`src/hdl/lin_master_frame_builder_assert.svh`:
```
// ----------------------------------------------------------------------------
// LIN frame builder assertion macros
// Short forms for clocked, reset-qualified concurrent assertions.
// ----------------------------------------------------------------------------
`ifndef LIN_MASTER_FRAME_BUILDER_ASSERT_SVH
`define LIN_MASTER_FRAME_BUILDER_ASSERT_SVH

// Same-cycle implication, disabled while reset is asserted.
`define LMFB_ASSERT_NOW(lbl, clk, rst_n, ante, cons) \
  lbl: assert property (@(posedge clk) disable iff (!rst_n) (ante) |-> (cons)) \
    else $error("lmfb assertion failed");

// Next-cycle implication, disabled while reset is asserted.
`define LMFB_ASSERT_NEXT(lbl, clk, rst_n, ante, cons) \
  lbl: assert property (@(posedge clk) disable iff (!rst_n) (ante) |=> (cons)) \
    else $error("lmfb assertion failed");

`endif

```
`src/hdl/lmfb_pkg.sv`:
```
// ----------------------------------------------------------------------------
// LIN frame builder package
// Shared command and status types, frame constants and identifier parity.
// ----------------------------------------------------------------------------
package lmfb_pkg;

  localparam logic       ModeHeader = 1'b0;
  localparam logic       ModeData   = 1'b1;
  localparam logic [7:0] SyncByte   = 8'h55;
  localparam logic [7:0] EmptyChk   = 8'hFF;

  // One classified item as handed from the front end to the back end.
  typedef struct packed {
    logic       is_data;  // 1: data byte, 0: header
    logic [7:0] value;    // data byte or protected identifier
    logic       flag;     // data: last byte; header: empty frame
    logic [7:0] chk;      // inverted checksum to send when the frame closes
  } cmd_t;

  typedef struct packed {
    logic full;
    logic empty;
  } q_stat_t;

  // Protected identifier: id in bits 5..0, P0 in bit 6, P1 in bit 7.
  function automatic logic [7:0] protect_id(input logic [5:0] id);
    logic p0;
    logic p1;
    p0 = id[0] ^ id[1] ^ id[2] ^ id[4];
    p1 = ~(id[1] ^ id[3] ^ id[4] ^ id[5]);
    return {p1, p0, id};
  endfunction

endpackage

```
`src/hdl/lmfb_if.sv`:
```
// ----------------------------------------------------------------------------
// LIN frame builder channels
// Valid/ready interfaces for the item input and the byte output.
// ----------------------------------------------------------------------------
interface lmfb_in_if;
  logic       valid;
  logic       ready;
  logic       mode;
  logic [5:0] frame_id;
  logic       empty_frame;
  logic [7:0] data_byte;
  logic       last_byte;

  modport source (output valid, mode, frame_id, empty_frame, data_byte, last_byte,
                  input ready);
  modport sink   (input valid, mode, frame_id, empty_frame, data_byte, last_byte,
                  output ready);
endinterface

interface lmfb_out_if;
  logic       valid;
  logic       ready;
  logic [7:0] tx_byte;
  logic       send_break;
  logic       last;

  modport source (output valid, tx_byte, send_break, last, input ready);
  modport sink   (input valid, tx_byte, send_break, last, output ready);
endinterface

```
`src/hdl/lmfb_front.sv`:
```
// ----------------------------------------------------------------------------
// LIN frame builder front end
// Accepts items, tracks the open frame and the checksum, queues commands.
// ----------------------------------------------------------------------------
module lmfb_front (
  input  logic               clk_i,
  input  logic               rst_ni,
  lmfb_in_if.sink            in_i,
  input  lmfb_pkg::q_stat_t  q_stat_i,
  output logic               push_o,
  output lmfb_pkg::cmd_t     cmd_o
);

  logic [7:0] running_sum_q, running_sum_d;
  logic       in_frame_q, in_frame_d;
  logic       accept;
  logic [8:0] raw_sum;
  logic [7:0] new_sum;

  assign in_i.ready = !q_stat_i.full;
  assign accept     = in_i.valid && in_i.ready;

  // End-around carry: a carry out wraps back into bit 0.
  assign raw_sum = {1'b0, running_sum_q} + {1'b0, in_i.data_byte};
  assign new_sum = raw_sum[8] ? (raw_sum[7:0] + 8'd1) : raw_sum[7:0];

  always_comb begin
    running_sum_d = running_sum_q;
    in_frame_d    = in_frame_q;
    push_o        = 1'b0;
    cmd_o.is_data = in_i.mode;
    cmd_o.flag    = 1'b0;
    cmd_o.value   = in_i.data_byte;
    cmd_o.chk     = ~new_sum;
    if (in_i.mode == lmfb_pkg::ModeHeader) begin
      cmd_o.value = lmfb_pkg::protect_id(in_i.frame_id);
      cmd_o.flag  = in_i.empty_frame;
      cmd_o.chk   = lmfb_pkg::EmptyChk;
      if (accept) begin
        push_o        = 1'b1;
        running_sum_d = 8'd0;
        in_frame_d    = !in_i.empty_frame;
      end
    end else begin
      cmd_o.flag = in_i.last_byte;
      // Drop data that arrives with no frame open.
      if (accept && in_frame_q) begin
        push_o = 1'b1;
        if (in_i.last_byte) begin
          running_sum_d = 8'd0;
          in_frame_d    = 1'b0;
        end else begin
          running_sum_d = new_sum;
        end
      end
    end
  end

  always_ff @(posedge clk_i or negedge rst_ni) begin
    if (!rst_ni) begin
      running_sum_q <= 8'd0;
      in_frame_q    <= 1'b0;
    end else begin
      running_sum_q <= running_sum_d;
      in_frame_q    <= in_frame_d;
    end
  end

endmodule

```
`src/hdl/lmfb_queue.sv`:
```
// ----------------------------------------------------------------------------
// LIN frame builder command queue
// Small first-in first-out store between the front and back ends.
// ----------------------------------------------------------------------------
module lmfb_queue #(
  parameter int unsigned Depth = 4
) (
  input  logic               clk_i,
  input  logic               rst_ni,
  input  logic               push_i,
  input  lmfb_pkg::cmd_t     cmd_i,
  input  logic               pop_i,
  output lmfb_pkg::cmd_t     head_o,
  output lmfb_pkg::q_stat_t  stat_o
);

  localparam int unsigned PtrW = (Depth > 1) ? $clog2(Depth) : 1;
  localparam int unsigned CntW = $clog2(Depth + 1);

  lmfb_pkg::cmd_t  mem_q [Depth];
  logic [PtrW-1:0] wr_ptr_q, rd_ptr_q;
  logic [CntW-1:0] cnt_q;
  logic            do_push, do_pop;

  assign stat_o.full  = (cnt_q == CntW'(Depth));
  assign stat_o.empty = (cnt_q == '0);
  assign do_push      = push_i && !stat_o.full;
  assign do_pop       = pop_i && !stat_o.empty;
  assign head_o       = mem_q[rd_ptr_q];

  function automatic logic [PtrW-1:0] ptr_next(input logic [PtrW-1:0] p);
    return (p == PtrW'(Depth - 1)) ? '0 : p + 1'b1;
  endfunction

  always_ff @(posedge clk_i) begin
    if (do_push) begin
      mem_q[wr_ptr_q] <= cmd_i;
    end
  end

  always_ff @(posedge clk_i or negedge rst_ni) begin
    if (!rst_ni) begin
      wr_ptr_q <= '0;
      rd_ptr_q <= '0;
      cnt_q    <= '0;
    end else begin
      if (do_push) begin
        wr_ptr_q <= ptr_next(wr_ptr_q);
      end
      if (do_pop) begin
        rd_ptr_q <= ptr_next(rd_ptr_q);
      end
      if (do_push && !do_pop) begin
        cnt_q <= cnt_q + 1'b1;
      end else if (do_pop && !do_push) begin
        cnt_q <= cnt_q - 1'b1;
      end
    end
  end

endmodule

```
`src/hdl/lmfb_back.sv`:
```
// ----------------------------------------------------------------------------
// LIN frame builder back end
// Expands queued commands into transmit bytes through an output register.
// ----------------------------------------------------------------------------
module lmfb_back (
  input  logic               clk_i,
  input  logic               rst_ni,
  input  lmfb_pkg::cmd_t     cmd_i,
  input  lmfb_pkg::q_stat_t  q_stat_i,
  output logic               pop_o,
  lmfb_out_if.source         out_o
);

  localparam logic [1:0] StFirst = 2'd0;
  localparam logic [1:0] StSync  = 2'd1;
  localparam logic [1:0] StPid   = 2'd2;
  localparam logic [1:0] StChk   = 2'd3;

  logic [1:0] step_q, step_d, step_nxt;
  logic       valid_q, valid_d;
  logic [7:0] byte_q, byte_c;
  logic       brk_q, brk_c;
  logic       last_q, last_c;
  logic       advance;

  assign advance = !q_stat_i.empty && (!valid_q || out_o.ready);

  always_comb begin
    byte_c   = 8'd0;
    brk_c    = 1'b0;
    last_c   = 1'b0;
    step_nxt = StFirst;
    unique case (step_q)
      StFirst: begin
        if (cmd_i.is_data) begin
          byte_c   = cmd_i.value;
          last_c   = !cmd_i.flag;
          step_nxt = cmd_i.flag ? StChk : StFirst;
        end else begin
          brk_c    = 1'b1;
          step_nxt = StSync;
        end
      end
      StSync: begin
        byte_c   = lmfb_pkg::SyncByte;
        step_nxt = StPid;
      end
      StPid: begin
        byte_c   = cmd_i.value;
        last_c   = !cmd_i.flag;
        step_nxt = cmd_i.flag ? StChk : StFirst;
      end
      StChk: begin
        byte_c   = cmd_i.chk;
        last_c   = 1'b1;
        step_nxt = StFirst;
      end
      default: begin
        step_nxt = StFirst;
      end
    endcase
  end

  // Pop once the final byte of the command is loaded.
  assign pop_o   = advance && last_c;
  assign step_d  = advance ? step_nxt : step_q;
  assign valid_d = advance ? 1'b1 : (out_o.ready ? 1'b0 : valid_q);

  always_ff @(posedge clk_i or negedge rst_ni) begin
    if (!rst_ni) begin
      step_q  <= StFirst;
      valid_q <= 1'b0;
    end else begin
      step_q  <= step_d;
      valid_q <= valid_d;
    end
  end

  always_ff @(posedge clk_i) begin
    if (advance) begin
      byte_q <= byte_c;
      brk_q  <= brk_c;
      last_q <= last_c;
    end
  end

  assign out_o.valid      = valid_q;
  assign out_o.tx_byte    = byte_q;
  assign out_o.send_break = brk_q;
  assign out_o.last       = last_q;

endmodule

```
`src/hdl/lin_master_frame_builder.sv`:
```
// ----------------------------------------------------------------------------
// LIN master frame builder
// Turns header and data items into the byte stream of a LIN master frame.
//
// in_i carries one item per transaction: a header (mode 0) with frame_id and
// empty_frame, or a data byte (mode 1) with last_byte. out_o carries one
// transmit byte per transaction, or a break marker when send_break is set;
// last flags the final byte caused by an item.
// A header yields break, sync 0x55 and the protected identifier, plus the
// checksum 0xFF when empty. A data byte yields itself, plus the inverted
// classic checksum when it is the last one. Data outside a frame is dropped.
// The first byte of an item is written into the command queue and then
// loaded into the output register. The output register gives one output
// transaction per cycle while the receiver is ready and a command is queued,
// as the back end's byte sequencer steps through each item. Items queue up
// in a Depth-entry command queue while the back end works, and in_i.ready
// drops only when it is full. When the receiver stalls, the output register
// holds its byte and the queue absorbs new items. Reset clears the queue,
// the open frame and the checksum; no clearing pass is needed.
// ----------------------------------------------------------------------------
`include "lin_master_frame_builder_assert.svh"

module lin_master_frame_builder #(
  parameter int unsigned Depth = 4
) (
  input  logic        clk_i,
  input  logic        rst_ni,
  lmfb_in_if.sink     in_i,
  lmfb_out_if.source  out_o
);

  lmfb_pkg::cmd_t    cmd_in;
  lmfb_pkg::cmd_t    cmd_head;
  lmfb_pkg::q_stat_t q_stat;
  logic              push;
  logic              pop;

  // Front end: classify, keep checksum and frame state, push commands.
  lmfb_front u_front (
    .clk_i    (clk_i),
    .rst_ni   (rst_ni),
    .in_i     (in_i),
    .q_stat_i (q_stat),
    .push_o   (push),
    .cmd_o    (cmd_in)
  );

  // Decouple item acceptance from byte emission.
  lmfb_queue #(
    .Depth (Depth)
  ) u_queue (
    .clk_i  (clk_i),
    .rst_ni (rst_ni),
    .push_i (push),
    .cmd_i  (cmd_in),
    .pop_i  (pop),
    .head_o (cmd_head),
    .stat_o (q_stat)
  );

  // Back end: step through the bytes of each command.
  lmfb_back u_back (
    .clk_i    (clk_i),
    .rst_ni   (rst_ni),
    .cmd_i    (cmd_head),
    .q_stat_i (q_stat),
    .pop_o    (pop),
    .out_o    (out_o)
  );

  // Never push into a full queue nor pop an empty one.
  `LMFB_ASSERT_NOW(a_no_push_full, clk_i, rst_ni, push, !q_stat.full)
  `LMFB_ASSERT_NOW(a_no_pop_empty, clk_i, rst_ni, pop, !q_stat.empty)
  // A break marker opens a header and never ends an item.
  `LMFB_ASSERT_NOW(a_break_shape, clk_i, rst_ni, out_o.valid && out_o.send_break,
                   out_o.tx_byte == 8'd0 && !out_o.last)

endmodule

```
`src/flat_wrapper.sv`:
```
// flat-port wrapper written by rule: the top's interface ports become plain ports
module lin_master_frame_builder_flat 
#(
  parameter int unsigned Depth = 4
)
  (clk_i, rst_ni, in_i_valid, in_i_mode, in_i_frame_id, in_i_empty_frame, in_i_data_byte, in_i_last_byte, in_i_ready, out_o_valid, out_o_tx_byte, out_o_send_break, out_o_last, out_o_ready);
  lmfb_in_if in_i_i ();
  lmfb_out_if out_o_i ();
  input  logic clk_i;
  input  logic rst_ni;
  input wire logic [$bits(in_i_i.valid)-1:0] in_i_valid;
  input wire logic [$bits(in_i_i.mode)-1:0] in_i_mode;
  input wire logic [$bits(in_i_i.frame_id)-1:0] in_i_frame_id;
  input wire logic [$bits(in_i_i.empty_frame)-1:0] in_i_empty_frame;
  input wire logic [$bits(in_i_i.data_byte)-1:0] in_i_data_byte;
  input wire logic [$bits(in_i_i.last_byte)-1:0] in_i_last_byte;
  output wire logic [$bits(in_i_i.ready)-1:0] in_i_ready;
  output wire logic [$bits(out_o_i.valid)-1:0] out_o_valid;
  output wire logic [$bits(out_o_i.tx_byte)-1:0] out_o_tx_byte;
  output wire logic [$bits(out_o_i.send_break)-1:0] out_o_send_break;
  output wire logic [$bits(out_o_i.last)-1:0] out_o_last;
  input wire logic [$bits(out_o_i.ready)-1:0] out_o_ready;
  assign in_i_i.valid = in_i_valid;
  assign in_i_i.mode = in_i_mode;
  assign in_i_i.frame_id = in_i_frame_id;
  assign in_i_i.empty_frame = in_i_empty_frame;
  assign in_i_i.data_byte = in_i_data_byte;
  assign in_i_i.last_byte = in_i_last_byte;
  assign in_i_ready = in_i_i.ready;
  assign out_o_valid = out_o_i.valid;
  assign out_o_tx_byte = out_o_i.tx_byte;
  assign out_o_send_break = out_o_i.send_break;
  assign out_o_last = out_o_i.last;
  assign out_o_i.ready = out_o_ready;
  lin_master_frame_builder #(.Depth(Depth)) u_core (.clk_i(clk_i), .rst_ni(rst_ni), .in_i(in_i_i), .out_o(out_o_i));
endmodule
```
`config.mk`:
```
export PLATFORM = sky130hd
export DESIGN_NAME = lin_master_frame_builder_flat
export DESIGN_NICKNAME = d
export VERILOG_FILES = /design/src/hdl/lmfb_pkg.sv /design/src/hdl/lmfb_if.sv /design/src/hdl/lmfb_front.sv /design/src/hdl/lmfb_queue.sv /design/src/hdl/lmfb_back.sv /design/src/hdl/lin_master_frame_builder.sv /design/src/flat_wrapper.sv
export VERILOG_INCLUDE_DIRS = /design/src /design/src/hdl
export SDC_FILE = /design/constraint.sdc
export NUM_CORES = 1
export LEC_CHECK = 0
export ABC_CLOCK_PERIOD_IN_PS = 3850
export BUFFER_PORTS_ARGS = -buffer_cell sky130_fd_sc_hd__clkbuf_2
export CAP_MARGIN = 20
export CORE_MARGIN = 4
export CORE_UTILIZATION = 30
export DETAILED_ROUTE_END_ITERATION = 16
export PLACE_DENSITY = 0.5
export SYNTH_ARGS = -nofsm -noshare
export SYNTH_HDL_FRONTEND = slang
export SYNTH_HIERARCHICAL = 1
export SYNTH_SLANG_ARGS = --single-unit
export TNS_END_PERCENT = 100
```
`constraint.sdc`:
```
create_clock -name clk_i -period 3.85 [get_ports clk_i]
set_input_delay 0.77 -clock clk_i [delete_from_list [all_inputs] [get_ports clk_i]]
set_output_delay 0.77 -clock clk_i [all_outputs]
set_load 0.01 [all_outputs]
```
==> results of run 1 <==
## metal layers
| metal | GRT usage, % | up-vias | part of all wire (%) |
|---|---|---|---|
| li1 | - | 1299 | - |
| met1 | 14.7 | 1367 | 47 |
| met2 | 18.5 | 39 | 48 |
| met3 | 2.79 | 11 | 3.5 |
| met4 | 4.02 | 0 | 1.8 |
| met5 | 0 | - | 0 |
## cell usage in the layout, fill, tap and decap left out, drive strengths merged, types with 5 or more instances in the layout
master / instances
inv: 10
a22o: 7
nor2: 17
and2: 6
xor2: 6
edfxtp: 82
ha: 15
a21o: 5
nor3: 7
clkbuf: 42
nand2: 19
buf: 9
a21oi: 11
xnor2: 12
dfrtp: 19
mux4: 18
mux2: 14
and3: 5
## final cells by class
cell class                      instances  area, um2  share of cell area (%)
Sequential cell                       101       2940                    52.6
Multi-Input combinational cell        192       1750                    31.4
Tap cell                              216        270                    4.84
Clock buffer                           10        229                    4.10
Timing Repair Buffer                   41        228                    4.08
Clock inverter                          6        134                    2.40
Inverter                                9       33.8                   0.605
## per-stage QoR
stage / utilization (%) / cell area, um2 / worst slack (ns) / cells
2_1_floorplan: - / 4820 / 0.759 / 317
3_3_place_gp: 33.0 / 5220 / 0.778 / 559
3_5_place_dp: 33.0 / 5220 / 0.709 / 559
4_1_cts: 35.3 / 5590 / 0.916 / 575
5_1_grt: 35.3 / 5590 / 0.710 / 575
6_report: 35.3 / 5590 / 0.949 / 575
## sequential cells by signal (all words and copies together) (netlist names)
name / flops
u_core/u_back/out_o.last: 1
u_core/u_back/out_o.send_break: 1
u_core/u_back/out_o.tx_byte: 8
u_core/u_back/out_o.valid: 1
u_core/u_back/step_q: 2
u_core/u_front/in_frame_q: 1
u_core/u_front/running_sum_q: 8
u_core/u_queue/cnt_q: 3
u_core/u_queue/mem_q: 72
u_core/u_queue/rd_ptr_q: 2
u_core/u_queue/wr_ptr_q: 2
## cells by family after synthesis
logic type | after synthesis
xor gates and xnor gates | 18
DFF | 101
muxes | 33
buffers and inverters | 24
and+or+nand+nor | 72
adders and majority gates | 17
AOI/OAI and AO/OA | 52
## report_power, final
| group | internal (W) | switching (W) |
|---|---|---|
| logic | 0.000715 | 0.000846 |
| registers | 0.00153 | 0.000150 |
| clock network | 0.000702 | 0.000382 |
## worst min-delay path by stage
stage                                         start  slack (ns)                              end
floorplan                                    rst_ni        0.47        u_core/u_back/out_o.valid
global placement          u_core/u_front/in_frame_q        0.49        u_core/u_front/in_frame_q
detailed placement  u_core/u_front/running_sum_q[6]        0.50  u_core/u_front/running_sum_q[6]
CTS                                          rst_ni        0.41        u_core/u_back/out_o.valid
global route                                 rst_ni        0.44          u_core/u_back/step_q[0]
finish                                       rst_ni        0.39          u_core/u_back/step_q[1]
## critical path, stage by stage (launching register included)
cell,delay [ns]
dfrtp_1,0.46
nor3_1,0.50
nor2_1,0.35
and2_1,0.28
o31ai_2,0.11
ha_1,0.25
inv_1,0.06
fa_1,0.37
xor2_1,0.15
nor2_1,0.12
xor2_1,0.16
==> results.tsv, run 1 <==
stage	metric	value	unit
status	status	complete, no violations	
setup_path	critical setup path kind	register to register	
sta	setup_tns	0	ns
cts	H-tree levels	3	
sta	worst rel slew slack	42.5	%
logic_synthesis	Post-Syn Nets	355	
sta	Least-Margin Pin Slew	0.860	ns
cts	Clk Latency, worst-skew pair	0.34	ns
finish	area growth from synthesis to layout	15.8	%
setup_path	CP endpoint	u_core/u_queue/cnt_q[2]	
cts	CTS root buf	clkbuf_16	
sta	RSZ-0062 raised after global routing	no	
place	gpl congestion	0.862	
routing	drt drc	0	
logic_synthesis	post-synth top area share	51.1	%
logic_synthesis	#FFs+latches synth	101	
cts	TritonCTS Buffers	9	
logic_synthesis	post-synthesis simple-gate area fraction	7.60	%
pwr	Pwr Total	0.00432	W
global_routing	total track usage	11.3	%
logic_synthesis	Top FF cell, synth	edfxtp_1	
sta	fmax	0.345	GHz
routing	Antenna Nets Post-Route	0	
sta	clk_skew	0.0100	ns
setup_path	RR Endpoint	u_core/u_queue/cnt_q[2]	
setup_path	Critical Path AT	3.16	ns
cts	TritonCTS clock tree	yes	
logic_synthesis	Synth async-reset ratio	18.8	%
setup_path	Critical Path RT	4.11	ns
routing	Post-Route WL	9.80	mm
routing	DRT iter0 DRCs	121	
logic_synthesis	XOR/XNOR Fraction of Synth Area	3.27	%
finish	share of cells above drive strength 1	27.3	%
setup_path	R2R cell count	10	
setup_path	startpoint class of the critical path	register	
logic_synthesis	mapped cell area	0.00482	mm2
die	core area	0.0158	mm2
hold_path	Hold Path Class	input pin to async pin	
setup_path	R2R setup slack	0.95	ns
setup_path	CP Capture Type	register	
logic_synthesis	Yosys cell types	57	
setup_path	crit path launch	u_core/u_queue/cnt_q[0]	
die	Die ar.	0.0182	mm2
routing	via/cell ratio	4.72	
place	Port Buffers	32	
routing	DRT Pass-1 Iters	6	
sta	hold_ws	0.390	ns
logic_synthesis	Post-Synthesis Cells	317	
setup_path	Reg-to-Reg Start	u_core/u_queue/cnt_q[0]	
place	post-DP HPWL	7.06	mm
logic_synthesis	largest family of logic cells by synthesized area	multiplexers	
cts	postcts setup bufs	0	
logic_synthesis	Synth Area in Adders	4.72	%
die	starting density of the core	30.5	%
routing	post-DR wirelength/cell	17.0	um
die	I/O pin count	33	
sta	Final Slew Violations	0	
run	Max Cap Violations	0	
global_routing	initial antenna violation count	0	
global_routing	number of global-route vias before repair	2817	
logic_synthesis	EDFF count, synth	82	
logic_synthesis	Yosys top cell by area	edfxtp_1	
setup_path	CP Max Fanout	12	
logic_synthesis	mux contribution to synthesized area	12.0	%
finish	Nets	392	
global_routing	largest net degree at the start of global routing	23	
pwr	Leakage	2.06	nW
logic_synthesis	Synth area leaders	edfxtp_1 (51%), dfrtp_1 (9.9%), mux4_2 (8.4%)	
global_routing	GRT overflow	0	
cts	CTS Hold Bufs	0	
logic_synthesis	compound-gate portion of the synthesized area	8.74	%
cts	clock tree sinks	101	
logic_synthesis	synthesized area per cell	15.2	um2
sta	Final Hold Viols	0	
logic_synthesis	sequential element share of the synthesized area	60.9	%
logic_synthesis	most common cell in the netlist	edfxtp_1	
routing	Vias	2716	
cts	Max clock buf depth	2	
die	Die Ht	135	um
pwr	maximum vdd drop	0.000255	V
global_routing	wire length of the first global-routing pass	15.4	mm
cts	Reg clk slew, reported paths	0.07	ns
die	number of placement rows	46	
logic_synthesis	top cells by count, synth	edfxtp_1 (82), dfrtp_1 (19), nand2_1 (19)	
die	chip width	135	um
cts	post-cts sizing count	0	
sta	Final Cycle Share	75.3	%
finish	fillcell total	1523	
finish	# diodes	0	
sta	min cycle time layout	2.90	ns
sta	Setup-failing EPs final	0	
pwr	Cell Pwr Density	774	mW/mm2
logic_synthesis	YS warnings	6	
(Power assumes the default switching activity.)
==> inputs of run 2 (changes only) <==
ABC_CLOCK_PERIOD_IN_PS = 2660   (was 3850)
PLACE_DENSITY = 0.52   (was 0.5)
clock period = 2.66 ns   (was 3.85 ns; I/O delays follow)
==> run 2 against run 1 <==
Against the previous run:
- fmax is 12% higher
- utilization is 1.1 points higher
- cell count is 4.5% higher
- global-route usage is 0.81 points higher
- worst hold slack worse by 0.19 ns
- sequential cell count stayed put
- combinational power is 69% higher
- design area is 3.1% higher
- routed wire length is 6.0% higher
- clock skew hardly changed
- register-to-register slack worse by 0.87 ns
- largest cell class unchanged
- largest power group is now combinational logic
- highest routed layer unchanged
==> results.tsv, run 2 (same netlist as run 1, synthesis figures left out) <==
stage	metric	value	unit
setup_path	critical path's largest stage delay	0.53	ns
hold_path	Hold Path Class	input pin to async pin	
place	post-DP HPWL	7.48	mm
routing	Antenna Nets Post-Route	0	
die	Die ar.	0.0182	mm2
setup_path	Critical Path RT	2.92	ns
setup_path	WP buf/inv	1	
cts	TritonCTS Buffers	9	
place	pre-CTS setup slack	-0.102	ns
run	Max Cap Violations	0	
pwr	Cell Pwr Density	1090	mW/mm2
global_routing	number of global-route vias before repair	2914	
cts	CTS Hold Bufs	0	
routing	DRT Pass-1 Iters	4	
finish	share of cells above drive strength 1	33.5	%
status	status	complete, no violations	
setup_path	CP Capture Type	register	
routing	post-DR wirelength/cell	17.3	um
setup_path	startpoint class of the critical path	register	
die	number of placement rows	46	
routing	Post-Route WL	10.4	mm
routing	drt drc	0	
sta	Worst Setup Slack, final	0.0781	ns
die	Die Ht	135	um
setup_path	CP max stage cell	mux4_2	
finish	fin util	36.4	%
setup_path	Cell Chain, Critical Path	mux4_2 > nor2b_1 > o21a_1 > and2_4 > o31ai_4 > ha_2 > inv_1 > fa_2 > xor2_1 > nor2_1 > xor2_1	
cts	H-tree levels	3	
place	gpl congestion	0.853	
global_routing	largest net degree at the start of global routing	23	
setup_path	Critical Path AT	2.84	ns
finish	max reg flops	72	
finish	fillcell total	1526	
cts	clock tree sinks	101	
sta	clk_skew	0.00994	ns
die	core area	0.0158	mm2
sta	Setup-failing EPs final	0	
finish	commonest non-fill, non-tap cells in the layout	edfxtp_1 (82), clkbuf_2 (32), buf_4 (32)	
die	chip width	135	um
cts	Reg clk slew, reported paths	0.07	ns
sta	Final Hold Viols	0	
finish	area growth from synthesis to layout	19.4	%
pwr	maximum vdd drop	0.000416	V
cts	Max clock buf depth	2	
cts	TritonCTS clock tree	yes	
finish	Nets	418	
sta	fmax	0.387	GHz
finish	most common cell after layout, fill and taps aside	edfxtp_1	
global_routing	wire length of the first global-routing pass	16.7	mm
die	I/O pin count	33	
sta	Least-Margin Pin Slew	0.598	ns
global_routing	initial antenna violation count	0	
routing	Vias	2861	
setup_path	critical setup path kind	register to register	
cts	CTS root buf	clkbuf_16	
setup_path	delay-heaviest family, CP	adder cells	
global_routing	GRT overflow	0	
sta	Final Slew Violations	0	
finish	# diodes	0	
routing	via/cell ratio	4.76	
cts	Clk Latency, worst-skew pair	0.34	ns
sta	min cycle time layout	2.58	ns
setup_path	CP Max Fanout	5	
place	Port Buffers	32	
routing	DRT iter0 DRCs	171	
setup_path	most frequent CP cell	xor2_1	
pwr	Leakage	2.16	nW
finish	largest register by flop count	u_core/u_queue/mem_q	
sta	RSZ-0062 raised after global routing	yes	
sta	worst rel slew slack	59.7	%
global_routing	total track usage	12.1	%
sta	Final Cycle Share	97.1	%
die	starting density of the core	30.5	%
## run 2: cell types whose count changed in the layout (fill, tap and decap cells not counted), moves of 2 or more
cell / delta
buf_4: +23
bufinv_16: -4
buf_12: +3
inv_6: +2
## run 2: metal layers
| metal | part of all wire, % | track usage, % | routed length (um) | up-vias |
|---|---|---|---|---|
| met5 | 0 | 0 | 0 | - |
| met4 | 0.56 | 2.77 | 58 | 0 |
| met3 | 5.7 | 2.65 | 589 | 4 |
| met2 | 46 | 18.7 | 4800 | 71 |
| met1 | 48 | 17.5 | 4940 | 1438 |
| li1 | - | - | - | 1348 |
## run 2: report_power, final
group / switching, W / internal [W]
Combinational: 0.00135 / 0.00128
Sequential: 0.000180 / 0.00221
Clock: 0.000583 / 0.000648
## run 2: metrics by stage
step / total power (W) / instances / hold slack (ns) / instance area (um2) / setup TNS (ns)
2_1_floorplan: 0.00420 / 317 / 0.236 / 4850 / -0.0170
3_3_place_gp: 0.00503 / 585 / 0.491 / 5470 / -0.611
3_5_place_dp: 0.00507 / 585 / 0.507 / 5470 / -1.68
4_1_cts: 0.00632 / 601 / 0.212 / 5750 / 0
5_1_grt: 0.00667 / 601 / 0.238 / 5760 / -0.0978
6_report: 0.00625 / 601 / 0.201 / 5760 / 0
## run 2: timing repair
action	in CTS	in global routing
hold endpoints to repair	0	0
setup buffers	0	0
resized for setup	1	1
pin swaps	0	1
endpoints found under the setup margin	1	5
## run 2: final timing paths
check | from | end | slack (ns) | depth (start not counted)
setup / recovery | u_core/u_queue/rd_ptr_q[0] | u_core/u_queue/cnt_q[2] | 0.08 | 11
hold / removal | rst_ni | u_core/u_queue/rd_ptr_q[1] | 0.20 | 1
setup reg to reg | u_core/u_queue/rd_ptr_q[0] | u_core/u_queue/cnt_q[2] | 0.08 | 11
hold reg to reg | u_core/u_front/in_frame_q | u_core/u_front/in_frame_q | 0.52 | 2
max in group asynchronous | rst_ni | u_core/u_queue/rd_ptr_q[0] | 2.03 | 1
min in group clk_i | in_i_empty_frame | u_core/u_front/in_frame_q | 0.39 | 2
## run 2: cell type report
type / instances / area [um2] / area share, %
inverter: 9 / 33.8 / 0.587
multi-input combinational: 192 / 1780 / 30.8
tap: 216 / 270 / 4.69
clock inverter: 7 / 55.1 / 0.956
timing repair buffer: 67 / 460 / 7.99
clock buffer: 9 / 225 / 3.91
sequential: 101 / 2940 / 51.0
==> inputs of run 3 (changes only) <==
CTS_BUF_LIST = sky130_fd_sc_hd__clkbuf_8   (was not set)
==> run 3 against run 2 <==
Against the previous run:
- routed wire length increased by 1.0%
- largest power group unchanged
- clock skew increased by 0.0086 ns
- sequential cell count unchanged
- design area decreased by 1.2%
==> results.tsv, run 3 (same netlist as run 1, synthesis figures left out) <==
stage	metric	value	unit
finish	max reg flops	72	
sta	setup_tns	0	ns
pwr	Leakage	2.13	nW
finish	Nets	420	
global_routing	total track usage	12.2	%
sta	RSZ-0062 raised after global routing	yes	
global_routing	initial antenna violation count	0	
cts	clock tree sinks	101	
routing	via/cell ratio	4.75	
pwr	Cell Pwr Density	1060	mW/mm2
setup_path	CP Capture Type	register	
sta	Final Hold Viols	0	
cts	Clk Latency, worst-skew pair	0.37	ns
setup_path	critical path depth	10	
die	Die ar.	0.0182	mm2
finish	largest register by flop count	u_core/u_queue/mem_q	
setup_path	Critical Path RT	2.92	ns
routing	Post-Route WL	10.5	mm
global_routing	largest net degree at the start of global routing	23	
sta	fmax	0.386	GHz
finish	area growth from synthesis to layout	17.9	%
finish	non-filler cells, final	603	
setup_path	startpoint class of the critical path	register	
sta	Least-Margin Pin Slew	0.613	ns
setup_path	CP endpoint	u_core/u_queue/cnt_q[1]	
cts	Reg clk slew, reported paths	0.11	ns
place	Port Buffers	32	
finish	# diodes	0	
finish	commonest non-fill, non-tap cells in the layout	edfxtp_1 (82), buf_4 (33), clkbuf_2 (32)	
finish	fin util	35.9	%
setup_path	delay-heaviest family, CP	multiplexers	
sta	Setup-failing EPs final	0	
sta	Final Slew Violations	0	
cts	TritonCTS Buffers	9	
place	post-DP HPWL	7.48	mm
setup_path	critical setup path kind	register to register	
setup_path	CP Max Fanout	5	
setup_path	CP max stage cell	mux4_2	
routing	Vias	2867	
global_routing	number of global-route vias before repair	2896	
die	core area	0.0158	mm2
place	gpl congestion	0.853	
routing	DRT Pass-1 Iters	4	
sta	clk_skew	0.0186	ns
finish	share of cells above drive strength 1	34.4	%
sta	min cycle time layout	2.59	ns
place	Placed Area	0.00547	mm2
setup_path	R2R cell count	10	
routing	Antenna Nets Post-Route	0	
finish	design area	0.00569	mm2
routing	post-DR wirelength/cell	17.4	um
setup_path	Critical Path AT	2.85	ns
hold_path	Hold Path Class	input pin to async pin	
cts	CTS root buf	clkbuf_8	
setup_path	WP buf/inv	2	
run	Max Cap Violations	0	
cts	Max clock buf depth	2	
setup_path	RR Endpoint	u_core/u_queue/cnt_q[1]	
die	starting density of the core	30.5	%
finish	fillcell total	1529	
sta	worst rel slew slack	59.2	%
cts	TritonCTS clock tree	yes	
place	Placed Instances	585	
die	chip width	135	um
setup_path	Cell Chain, Critical Path	buf_6 > mux4_2 > nand2b_4 > o21a_1 > and2_4 > o31ai_4 > ha_2 > inv_2 > fa_2 > mux2_4	
setup_path	critical path's largest stage delay	0.54	ns
routing	DRT iter0 DRCs	156	
setup_path	Reg-to-Reg Start	u_core/u_queue/rd_ptr_q[0]	
setup_path	R2R setup slack	0.07	ns
routing	drt drc	0	
global_routing	wire length of the first global-routing pass	16.8	mm
die	I/O pin count	33	
global_routing	GRT overflow	0	
cts	H-tree levels	3	
finish	most common cell after layout, fill and taps aside	edfxtp_1	
sta	Final Cycle Share	97.5	%
status	status	complete, no violations	
die	number of placement rows	46	
pwr	maximum vdd drop	0.000337	V
die	Die Ht	135	um
setup_path	crit path launch	u_core/u_queue/rd_ptr_q[0]	
-- run 3: how the worst min path moves through the flow --
stage,startpoint,end,slack (ns),cells past startpoint
2_1_floorplan,rst_ni,u_core/u_back/out_o.valid,0.24,0
3_5_place_dp,u_core/u_front/in_frame_q,u_core/u_front/in_frame_q,0.51,2
3_3_place_gp,u_core/u_front/in_frame_q,u_core/u_front/in_frame_q,0.49,2
5_1_grt,rst_ni,u_core/u_front/running_sum_q[7],0.19,1
6_report,rst_ni,u_core/u_front/running_sum_q[4],0.15,1
4_1_cts,rst_ni,u_core/u_front/running_sum_q[7],0.17,1
-- run 3: worst reg2reg max path, delay by kind of cell, from the launching register on --
family / cells / cell delay (ns)
muxes: 2 / 0.81
adders and majority gates: 2 / 0.62
DFF: 1 / 0.44
and+or+nand+nor: 2 / 0.26
AOI/OAI and AO/OA: 2 / 0.19
buffers and inverters: 2 / 0.16
-- run 3: timing repair --
item | in CTS | in global routing
resized for setup | 1 | 5
setup buffers | 0 | 2
hold buffers | 0 | 0
pin swaps | 0 | 1
endpoints found under the setup margin | 1 | 6
-- run 3: power by group --
group	total (W)	internal (W)	switching [W]
sequential	0.00239	0.00221	0.000180
clock	0.000911	0.000354	0.000556
combinational	0.00270	0.00133	0.00138
-- run 3: layer usage --
metal,track usage (%),part of all wire (%),vias to the layer above
met1,17.8,49,1443
met3,2.20,4.3,13
li1,-,-,1354
met4,4.13,1.4,0
met2,18.6,45,57
met5,0,0,-
-- run 3: cell type report --
cell class | count | area, um2 | share of cell area [%]
flip-flops and latches | 101 | 2940 | 51.7
inverters | 9 | 33.8 | 0.594
multi-input cells | 192 | 1790 | 31.4
repair buffers | 69 | 479 | 8.42
clock buffers | 9 | 124 | 2.18
clock inverters | 7 | 55.1 | 0.968
well taps | 216 | 270 | 4.75
-- run 3: metrics by stage --
stage               hold slack, ns  power [W]  worst slack [ns]
CTS                          0.169    0.00599            0.0198
global route                 0.188    0.00642           -0.0839
finish                       0.154    0.00600            0.0678
detailed placement           0.507    0.00507            -0.102
floorplan                    0.236    0.00420           -0.0170
global placement             0.491    0.00503           -0.0528
